### src/hw/rtl/lpht_ram.sv
module lpht_ram #(
    parameter int WIDTH = 8,
    parameter int DEPTH = 16
) (
    input  logic                                      clk,
    input  logic                                      we,
    input  logic [((DEPTH > 1) ? $clog2(DEPTH) : 1)-1:0] waddr,
    input  logic [WIDTH-1:0]                          wdata,
    input  logic [((DEPTH > 1) ? $clog2(DEPTH) : 1)-1:0] raddr,
    output logic [WIDTH-1:0]                          rdata
);

    logic [WIDTH-1:0] mem [DEPTH];

    // write port and registered read port
    always_ff @(posedge clk)
    begin
        if (we)
        begin
            mem[waddr] <= wdata;
        end
        rdata <= mem[raddr];
    end

endmodule

### config.mk
export PLATFORM = sky130hd
export DESIGN_NAME = lpht_ram
export DESIGN_NICKNAME = d
export VERILOG_FILES = /design/src/hw/rtl/lpht_ram.sv
export SDC_FILE = /design/constraint.sdc
export NUM_CORES = 1
export LEC_CHECK = 0
export ABC_AREA = 1
export BUFFER_PORTS_ARGS = -buffer_cell sky130_fd_sc_hd__buf_2
export CORE_ASPECT_RATIO = 1.5
export CORE_MARGIN = 10
export CORE_UTILIZATION = 39
export DETAILED_ROUTE_END_ITERATION = 12
export PLACE_DENSITY = 0.54
export SLEW_MARGIN = 25
export SYNTH_ARGS = -nofsm -noshare
export SYNTH_HDL_FRONTEND = slang
export SYNTH_SLANG_ARGS = --single-unit
### constraint.sdc
create_clock -name clk -period 2.9 [get_ports clk]
set_clock_uncertainty 0.1 [all_clocks]
set_input_delay 0.29 -clock clk [delete_from_list [all_inputs] [get_ports clk]]
set_output_delay 0.29 -clock clk [all_outputs]
set_load 0.02 [all_outputs]
Yosys cells after proc, flatten, opt, wreduce, memory -nomap -nowiden

Memory sizes are Yosys's and may differ from the RTL's. A register that Yosys moved wholly into a read port is not among the register bits.
Cells that the tools add are included.
W data, S select, Z words.

Register bits after elaboration: 0
Memory bits (read-only): 0
Output and inout bits: 8
Memories kept: 1
Memory bits (writable): 128
Bits in latches: 0

Memories:

| name | words | bits a word | read ports | clocked after memory_dff | write ports | RTL line | RTL |
|---|---|---|---|---|---|---|---|
| mem  | 16    | 8           | 1          | 1                        | 1           | 13       | `logic [WIDTH-1:0] mem [DEPTH];` |

Divide/modulo/power cells: 0
Reductions and logical operators: 0
Magnitude comparators: 0
Shift-type cells: 0
Add/sub/neg operators: 0
Multiplexer cells: 2
Equality and inequality tests: 0
Bitwise logic cells: 0
Multiply operators: 0

Operator list:

| operator | count |
|---|---|
| $mux W1  | 2 |

Depth between registers and ports, before layout

Gate-level depths: netlist (run 1).

Word-level depth: 2
Mapped depth: 8

Least setup slack after synthesis (run 1)

No wires, ideal clock.

Kind: input port to flip-flop
Start point: in waddr[2] (netlist name)
End point: mem mem[10][0] (enable)
Data required time: 2.430 ns
Setup time: 0.370 ns
Data arrival time: 0.871 ns
Stages: 2
Path buffers: 0
Setup slack: 1.559 ns
Cells stage by stage: nand3b_1 > nor2_1

RTL lines:

| item               | RTL line | RTL |
|---|---|---|
| start: declaration | 7        | `input logic [((DEPTH > 1) ? $clog2(DEPTH) : 1)-1:0] waddr,` |
| end: declaration   | 13       |  |

No word-level cell before the write port.

Final worst setup path (run 1)

Start point: in waddr[2] (netlist name)
End point: mem mem[9][3] (enable)

No word-level cell before the write port.

==> results of run 1 <==
metrics by stage:
stage | hold slack, ns | setup slack (ns) | instance area, µm²
2_1_floorplan | 0.2889 | 1.559 | 5767
3_3_place_gp | 0.5525 | 1.045 | 6006
3_5_place_dp | 0.5650 | 0.9968 | 6006
4_1_cts | 0.1382 | 1.427 | 6566
5_1_grt | 0.1713 | 1.382 | 6566
6_report | 0.1465 | 1.436 | 6566
where the power goes:
part           total, mW  leakage, nW  internal, mW  switching [mW]
logic              0.275         1.31        0.0719           0.203
clock network       2.04        0.255          1.25           0.796
registers           2.21         1.22          2.20          0.0143
total               4.53         2.79          3.52            1.01
logic make-up (layout without fill, tap and decap cells):
group,Yosys count,in the layout,share of synthesized area (%)
flops,136,136,69.43
buf+inv,126,161,9.525
simple gates,289,289,21.05
sequential cells by signal, summed over array words and instances, names as in the netlist:
signal,cells
rdata,8
mem,128
synth_stat cells:
library cell  count
nand2_1         173
edfxtp_1        128
inv_1           100
nand3_1          97
nor2_1           17
buf_2            13
dfxtp_1           8
buf_6             6
buf_4             4
inv_2             2
nand3b_1          2
buf_1             1
critical path: cells and delay by family:
| kind | cells | cell delay, ns |
|---|---|---|
| buffers and inverters | 1 | 0.12 |
| AND/OR/NAND/NOR | 2 | 0.98 |
per-layer routing:
metal	GRT usage, %	vias up	wire length (µm)
met3	2.864	20	537
li1	-	1820	-
met2	24.70	93	7346
met1	16.30	1793	5640
met4	7.086	0	386
met5	0	-	0
final cells by class:
type                    count  share of cell area [%]
flip-flops and latches    136                   60.98
inverters                 102                   5.831
repair buffers             28                   2.439
clock inverters            14                   2.058
multi-input cells         289                   18.48
clock buffers              17                   6.479
well taps                 196                   3.735
how the worst min path moves through the flow:
stage | endpoint | slack, ns | cells past startpoint
after global routing | rdata[6] | 0.17 | 3
after CTS | rdata[4] | 0.14 | 3
after floorplan | mem[0][0] | 0.29 | 0
after detailed placement | rdata[4] | 0.56 | 6
after global placement | rdata[4] | 0.55 | 6
final | rdata[4] | 0.15 | 3
cells in the final DEF (no fill, tap or decap), types with 3 or more instances in the layout:
cell type	instances
buf_2	25
clkbuf_16	17
clkinv_1	3
clkinvlp_4	6
dfxtp_1	8
edfxtp_1	128
inv_1	100
nand2_1	173
nand3_1	97
nor2_1	17
==> results.md, run 1 <==
- Grt ovf: 0
- HP Start: raddr[3]
- Placed wire-length estimate: 8778 µm
- CP Capture Point: mem[9][3]
- Leakage power: 2.789 nW
- CTS tree: built
- Required @ worst endpoint: 2.83 ns
- Count of final setup violators: 0
- Initial drt markers: 301
- Beginning of the critical path: waddr[2]
- # DRC: 0
- Worst slew pin tran: 0.9900 ns
- Post-route clock period utilization: 50.50%
- Setup Crit Path Kind: primary input to register
- Die Height: 168.9 µm
- Antenna Violating Nets Remaining: 0
- Die width: 119.3 µm
- Fin cells: 782
- Diode count: 0
- Synth Cell Area: 0.005767 mm²
- Reg2reg start: mem[1][6]
- Initial antenna violation count: 0
- DR WL/cell: 17.79 µm
- Clock Path Buffers: 2
- Drt first pass iters: 5
- Resize count post-CTS: 0
- Status: finished, final reports clean
- Via density per instance: 4.765
- Max-cap violations: 0
- Core Area: 0.01453 mm²
- Number of global-route vias before repair: 3,675
- Layout area overhead: 13.86%
- Post-layout util: 45.20%
- Fmax achieved: 682.9 MHz
- Syn nets: 569
- Clk_lat worst skew: 0.42 ns
- Buffers on Ports: 25
- Reg2reg end: rdata[6]
- Initial Utilization: 39.70%
- CP Capture Type: register
- Seq/Total Area, Yosys: 69.43%
- Yosys warning count: 0
- Routed Wire Length: 13,910 µm
- Yosys cell types: 12
- Share of cells above drive strength 1: 9.898%
- HP Class: primary input to register
- Gpl congestion: 0.7682
- GRT Overall Usage: 14.25%
- First-pass GRT wire length: 21,400 µm
- Dpl cells: 751
- TritonCTS Buffers: 17
- Avg Cell Area, Syn: 10.47 µm²
- Setup tns final: 0 ns
- Num rows: 54
- Max FO, Critical Path: 8
- Crit-path max cell delay: 0.77 ns
- CP Data Arrival Time: 1.40 ns
- Slew headroom: 33.76%
- Cell Chain, Critical Path: buf_2 > nand3b_1 > nor2_1
- Multi-input logic area: 0.001214 mm²
- Synth top area share: 66.65%
- Max-slew violation count: 0
- Ranking of synthesized cells by area: edfxtp_1 (67%), nand2_1 (11%), nand3_1 (8.4%)
- Number of setup buffers added after CTS: 0
- Via count: 3,726
- CP Launch Type: primary input
- #FFs+latches synth: 136
- Post-Synthesis Cells: 551
- Nets: 592
- CTS Hold Bufs: 0
- Fillers: 1,369
- RSZ-0062 raised after global routing: no
- VDD IR max: 376.8 µV
- Sequential Area: 0.004004 mm²
- CTS root buf: clkbuf_16
- Clk sinks: 136
- R2r setup slk: 1.74 ns
- Path depth of the worst reg2reg path: 6
- Tot Pwr: 4.529 mW
- Io pins: 26
- Largest net degree at the start of global routing: 65
- Hold Fails Final Rpt: 0
- Slowest library cell on the worst path: nor2_1
- Clk pin slew, worst setup/hold paths: 0.06 ns
- Pwr dens: 689.7 mW/mm²
- Tmin final: 1.464 ns
- Die area: 0.02015 mm²
- Post-synth top area cell: edfxtp_1
- CTS H-Tree Depth: 4
(Power assumes the default switching activity.)
==> run 2: changes to the inputs <==
==> constraint.sdc (replaced) <==
create_clock -name clk -period 1.5 [get_ports clk]
set_clock_uncertainty 0.1 [all_clocks]
set_input_delay 0.15 -clock clk [delete_from_list [all_inputs] [get_ports clk]]
set_output_delay 0.15 -clock clk [all_outputs]
set_load 0.02 [all_outputs]
==> results.md, run 2 (same netlist as run 1, synthesis figures left out) <==
- CP Capture Type: output pin
- Buf+Inv Stages, Crit Path: 1 (unchanged)
- Worst Hold Depth: 1 (-2)
- R2r setup slk: 0.33 ns (-1.41 ns)
- First-pass GRT wire length: 21,500 µm (+0.49%)
- Setup tns final: 0 ns (unchanged)
- Diode count: 0 (unchanged)
- Clk sinks: 136 (unchanged)
- Setup Crit Path Kind: register to output pin
- # DRC: 0 (unchanged)
- Worst slew pin tran: 0.3858 ns (-0.6042 ns)
- Cell Chain, Critical Path: buf_2
- CTS tree: built
- Crit-path max cell delay: 0.35 ns (-0.42 ns)
- Max reg flops: 128 (unchanged)
- Clock Path Buffers: 2 (unchanged)
- CTS Hold Bufs: 0 (unchanged)
- Routed Wire Length: 13,660 µm (-1.8%)
- Post-route clock period utilization: 79.16%
- Resize count post-CTS: 0 (unchanged)
- Crit path max-delay family: flip-flops
- Design area: 0.006857 mm² (+4.4%)
- Leakage power: 2.971 nW (+6.5%)
- Number of setup buffers added after CTS: 0 (unchanged)
- RSZ-0062 raised after global routing: no
- Fmax achieved: 842.2 MHz
- Max FO, Critical Path: 1 (-7)
- CP Data Arrival Time: 0.94 ns (-0.46 ns)
- Via count: 3,769 (+1.2%)
- Initial drt markers: 264 (-12%)
- Hold Fails Final Rpt: 0 (unchanged)
- Die Height: 168.9 µm (unchanged)
- Required @ worst endpoint: 1.25 ns (-1.58 ns)
- Most frequent cells in the layout: nand2_1 (173), edfxtp_1 (128), inv_1 (100), nand3_1 (97), buf_2 (25)
- Die area: 0.02015 mm² (unchanged)
- Initial Utilization: 39.70% (unchanged)
- Core Area: 0.01453 mm² (unchanged)
- Post-layout util: 47.20% (+2.0 points)
- Share of cells above drive strength 1: 13.77% (+3.9 points)
- Dpl cells: 774 (+3.1%)
- Path depth of the worst reg2reg path: 6 (unchanged)
- HP Class: primary input to register
- Tmin final: 1.187 ns
- Max-slew violation count: 0 (unchanged)
- Count of final setup violators: 0 (unchanged)
- DR WL/cell: 16.94 µm (-4.7%)
- VDD IR max: 816.6 µV (+120%)
- Slowest library cell on the worst path: dfxtp_1
- Largest net degree at the start of global routing: 43 (-34%)
- Most common cell after layout, fill and taps aside: nand2_1
- Top flop regs: mem (128), rdata (8)
- Pwr dens: 1341 mW/mm² (+94%)
- CTS H-Tree Depth: 4 (unchanged)
- Initial antenna violation count: 0 (unchanged)
- Gpl congestion: 0.7986 (+4.0%)
- Layout area overhead: 18.90%
- Via density per instance: 4.676 (-1.9%)
- GRT Overall Usage: 14.17% (-0.077 points)
- Grt ovf: 0 (unchanged)
- Number of global-route vias before repair: 3,917 (+6.6%)
- Status: finished, final reports clean
- CP Launch Type: register
- Num rows: 54 (unchanged)
- Placed Area: 0.006228 mm² (+3.7%)
- Clk pin slew, worst setup/hold paths: 0.06 ns (about the same)
- TritonCTS Buffers: 17 (unchanged)
- Buffers on Ports: 25 (unchanged)
- Placed wire-length estimate: 8919 µm (+1.6%)
- Max-cap violations: 0 (unchanged)
- Antenna Violating Nets Remaining: 0 (unchanged)
- Clk_lat worst skew: 0.41 ns (about the same)
- Die width: 119.3 µm (unchanged)
- CTS root buf: clkbuf_16
- Nets: 615 (+3.9%)
- Io pins: 26 (unchanged)
- Drt first pass iters: 4 (-1)
- Critical path depth: 1 (-2)
- Slew headroom: 74.28% (+41 points)
- Fin cells: 806 (+3.1%)
- Most flop-heavy register: mem
==> run 2: final timing paths <==
kind	start	endpoint
worst min register to register	mem[10][6]	rdata[6]
worst max-delay path	rdata[5]	rdata[5]
worst min-delay path	wdata[2]	mem[3][2]
worst max register to register	mem[13][0]	rdata[0]
==> run 2: final cells by class <==
class | instances | area, µm²
Clock buffer | 17 | 425.4
Clock inverter | 15 | 202.7
Fill cell | 1329 | 7670
Timing Repair Buffer | 51 | 382.9
Multi-Input combinational cell | 289 | 1214
Tap cell | 196 | 245.2
Sequential cell | 136 | 4004
Inverter | 102 | 382.9
==> run 2: through the flow <==
| step | hold slack (ns) | setup slack [ns] | total power, mW |
|---|---|---|---|
| finish | 0.06872 | 0.3127 | 9.192 |
| global route | 0.05347 | 0.2791 | 9.482 |
| CTS | 0.05395 | 0.2908 | 9.275 |
| detailed placement | 0.4697 | 0.1504 | 4.940 |
| global placement | 0.4730 | 0.1489 | 4.932 |
| floorplan | 0.1489 | 0.2992 | 4.679 |
==> run 2: where the power goes <==
group / internal [mW] / leakage [nW] / switching (mW)
clock network: 2.79 / 0.298 / 1.55
logic: 0.175 / 1.45 / 0.402
registers: 4.25 / 1.22 / 0.0266
==> run 2: layer usage <==
layer	track usage [%]	share of wire (%)	vias up
li1	-	-	1862
met4	8.205	3.6	0
met5	0	0	-
met1	15.46	40	1796
met2	24.99	53	90
met3	2.731	3.3	21
==> run 3: changes to the inputs <==
==> constraint.sdc (replaced) <==
create_clock -name clk -period 1.1 [get_ports clk]
set_clock_uncertainty 0.1 [all_clocks]
set_input_delay 0.11 -clock clk [delete_from_list [all_inputs] [get_ports clk]]
set_output_delay 0.11 -clock clk [all_outputs]
set_load 0.02 [all_outputs]
==> results.md, run 3 (same netlist as run 1, synthesis figures left out) <==
- Gpl congestion: 0.8179 (+2.4%)
- Pwr dens: 1719 mW/mm² (+28%)
- Tmin final: 1.095 ns
- CP Data Arrival Time: 1.35 ns (+0.41 ns)
- Status: finished, final reports clean
- Number of setup buffers added after CTS: 0 (unchanged)
- Num rows: 54 (unchanged)
- GRT Overall Usage: 14.10% (-0.070 points)
- Slew headroom: 69.66% (-4.6 points)
- Buffers on Ports: 25 (unchanged)
- Max-slew violation count: 0 (unchanged)
- Placed wire-length estimate: 9129 µm (+2.4%)
- Die Height: 168.9 µm (unchanged)
- Diode count: 0 (unchanged)
- Setup Crit Path Kind: primary input to register
- Worst slew pin tran: 0.4535 ns (+0.06778 ns)
- Clock Path Buffers: 2 (unchanged)
- DR WL/cell: 17.24 µm (+1.8%)
- Count of final setup violators: 0 (unchanged)
- Initial Utilization: 39.70% (unchanged)
- Hold Fails Final Rpt: 0 (unchanged)
- Design area: 0.007128 mm² (+4.0%)
- Leakage power: 3.071 nW (+3.4%)
- Number of global-route vias before repair: 3,844 (-1.9%)
- Die area: 0.02015 mm² (unchanged)
- Placed Area: 0.006314 mm² (+1.4%)
- Pre-CTS setup slack: -0.2132 ns (-0.3636 ns)
- Routed Wire Length: 13,950 µm (+2.1%)
- # DRC: 0 (unchanged)
- Layout area overhead: 23.61%
- Crit-path max cell delay: 0.84 ns (+0.49 ns)
- CTS tree: built
- Antenna Violating Nets Remaining: 0 (unchanged)
- CP Capture Type: register
- Via count: 3,856 (+2.3%)
- Die width: 119.3 µm (unchanged)
- Max-cap violations: 0 (unchanged)
- Clk pin slew, worst setup/hold paths: 0.05 ns (about the same)
- Share of cells above drive strength 1: 21.37% (+7.6 points)
- Most common cell after layout, fill and taps aside: nand2_1
- Max reg flops: 128 (unchanged)
- Fmax achieved: 913.3 MHz
- PnR worst setup slack: 0.005112 ns (-0.3075 ns)
- Top flop regs: mem (128), rdata (8)
- Most flop-heavy register: mem
- VDD IR max: 1072 µV (+31%)
- Grt ovf: 0 (unchanged)
- Cell Chain, Critical Path: buf_2 > dlygate4sd3_1 > nand3_1 > nand2_2
- Drt first pass iters: 4 (unchanged)
- Nets: 619 (+0.65%)
- TritonCTS Buffers: 17 (unchanged)
- Tot Pwr: 12.25 mW (+33%)
- CTS H-Tree Depth: 4 (unchanged)
- Clk_lat worst skew: 0.41 ns (about the same)
- Core Area: 0.01453 mm² (unchanged)
- Largest net degree at the start of global routing: 57 (+33%)
- Required @ worst endpoint: 1.35 ns (+0.10 ns)
- Most frequent cells in the layout: nand2_1 (167), edfxtp_1 (128), inv_1 (100), nand3_1 (63), nand3_2 (33)
- RSZ-0062 raised after global routing: yes
- Io pins: 26 (unchanged)
- Slowest library cell on the worst path: dlygate4sd3_1
- CTS root buf: clkbuf_16
- Initial drt markers: 233 (-12%)
- Fillers: 1,315 (-1.1%)
- First-pass GRT wire length: 21,440 µm (-0.29%)
- Initial antenna violation count: 0 (unchanged)
- HP Class: primary input to register
- Max FO, Critical Path: 8 (+7)
- Via density per instance: 4.766 (+1.9%)
- CP Launch Type: primary input
- Clk sinks: 136 (unchanged)
- Post-route clock period utilization: 99.54%
-- run 3: worst max-delay path: cells and delay by family --
family / cells / cell delay, ns
buffers and inverters: 2 / 0.96
and+or+nand+nor: 2 / 0.27
-- run 3: worst paths after layout --
kind	slack [ns]	cells after the start	to	startpoint
min reg2reg	0.56	6	rdata[4]	mem[14][4]
min	0.02	1	mem[14][7]	wdata[7]
max	0.005	4	rdata[3]	raddr[3]
max reg2reg	0.03	6	rdata[3]	mem[7][3]
-- run 3: repair_timing --
action                                  4_1_cts  5_1_grt
endpoints found under the setup margin       10       14
resized for setup                            21       37
hold buffers                                  1        0
hold endpoints to repair                      8        0
pin swaps                                     1        9
-- run 3: stage by stage --
step	instances	util, %	setup TNS (ns)	hold WS, ns
after floorplan	551	-	-5.196	0.1089
after global placement	777	43.46	-12.26	0.3790
after detailed placement	777	43.46	-14.94	0.3906
after CTS	809	47.92	0	0.01050
after global routing	809	49.07	-0.1088	0.02200
final	809	49.07	0	0.02037
-- run 3: cell type report --
class                           instances  area, µm²  share of cell area (%)
Clock inverter                         11      131.4                   1.843
Inverter                              102      382.9                   5.371
Tap cell                              196      245.2                   3.440
Sequential cell                       136       4009                   56.24
Timing Repair Buffer                   55      504.2                   7.074
Multi-Input combinational cell        289       1419                   19.91
Clock buffer                           20      436.7                   6.126
-- run 3: per-layer routing --
layer | GRT usage (%) | vias to the layer above | routed length, µm | share of wire, %
met3 | 2.797 | 29 | 447 | 3.2
li1 | - | 1873 | - | -
met5 | 0 | - | 0 | 0
met1 | 16.15 | 1875 | 5711 | 41
met4 | 6.926 | 0 | 471 | 3.4
met2 | 24.49 | 79 | 7317 | 52
-- run 3: report_power, final --
group          total, mW  internal (mW)  leakage [nW]  switching (mW)
combinational      0.900          0.309          1.56           0.591
sequential          5.84           5.80          1.22          0.0397
clock               5.52           3.51         0.282            2.00
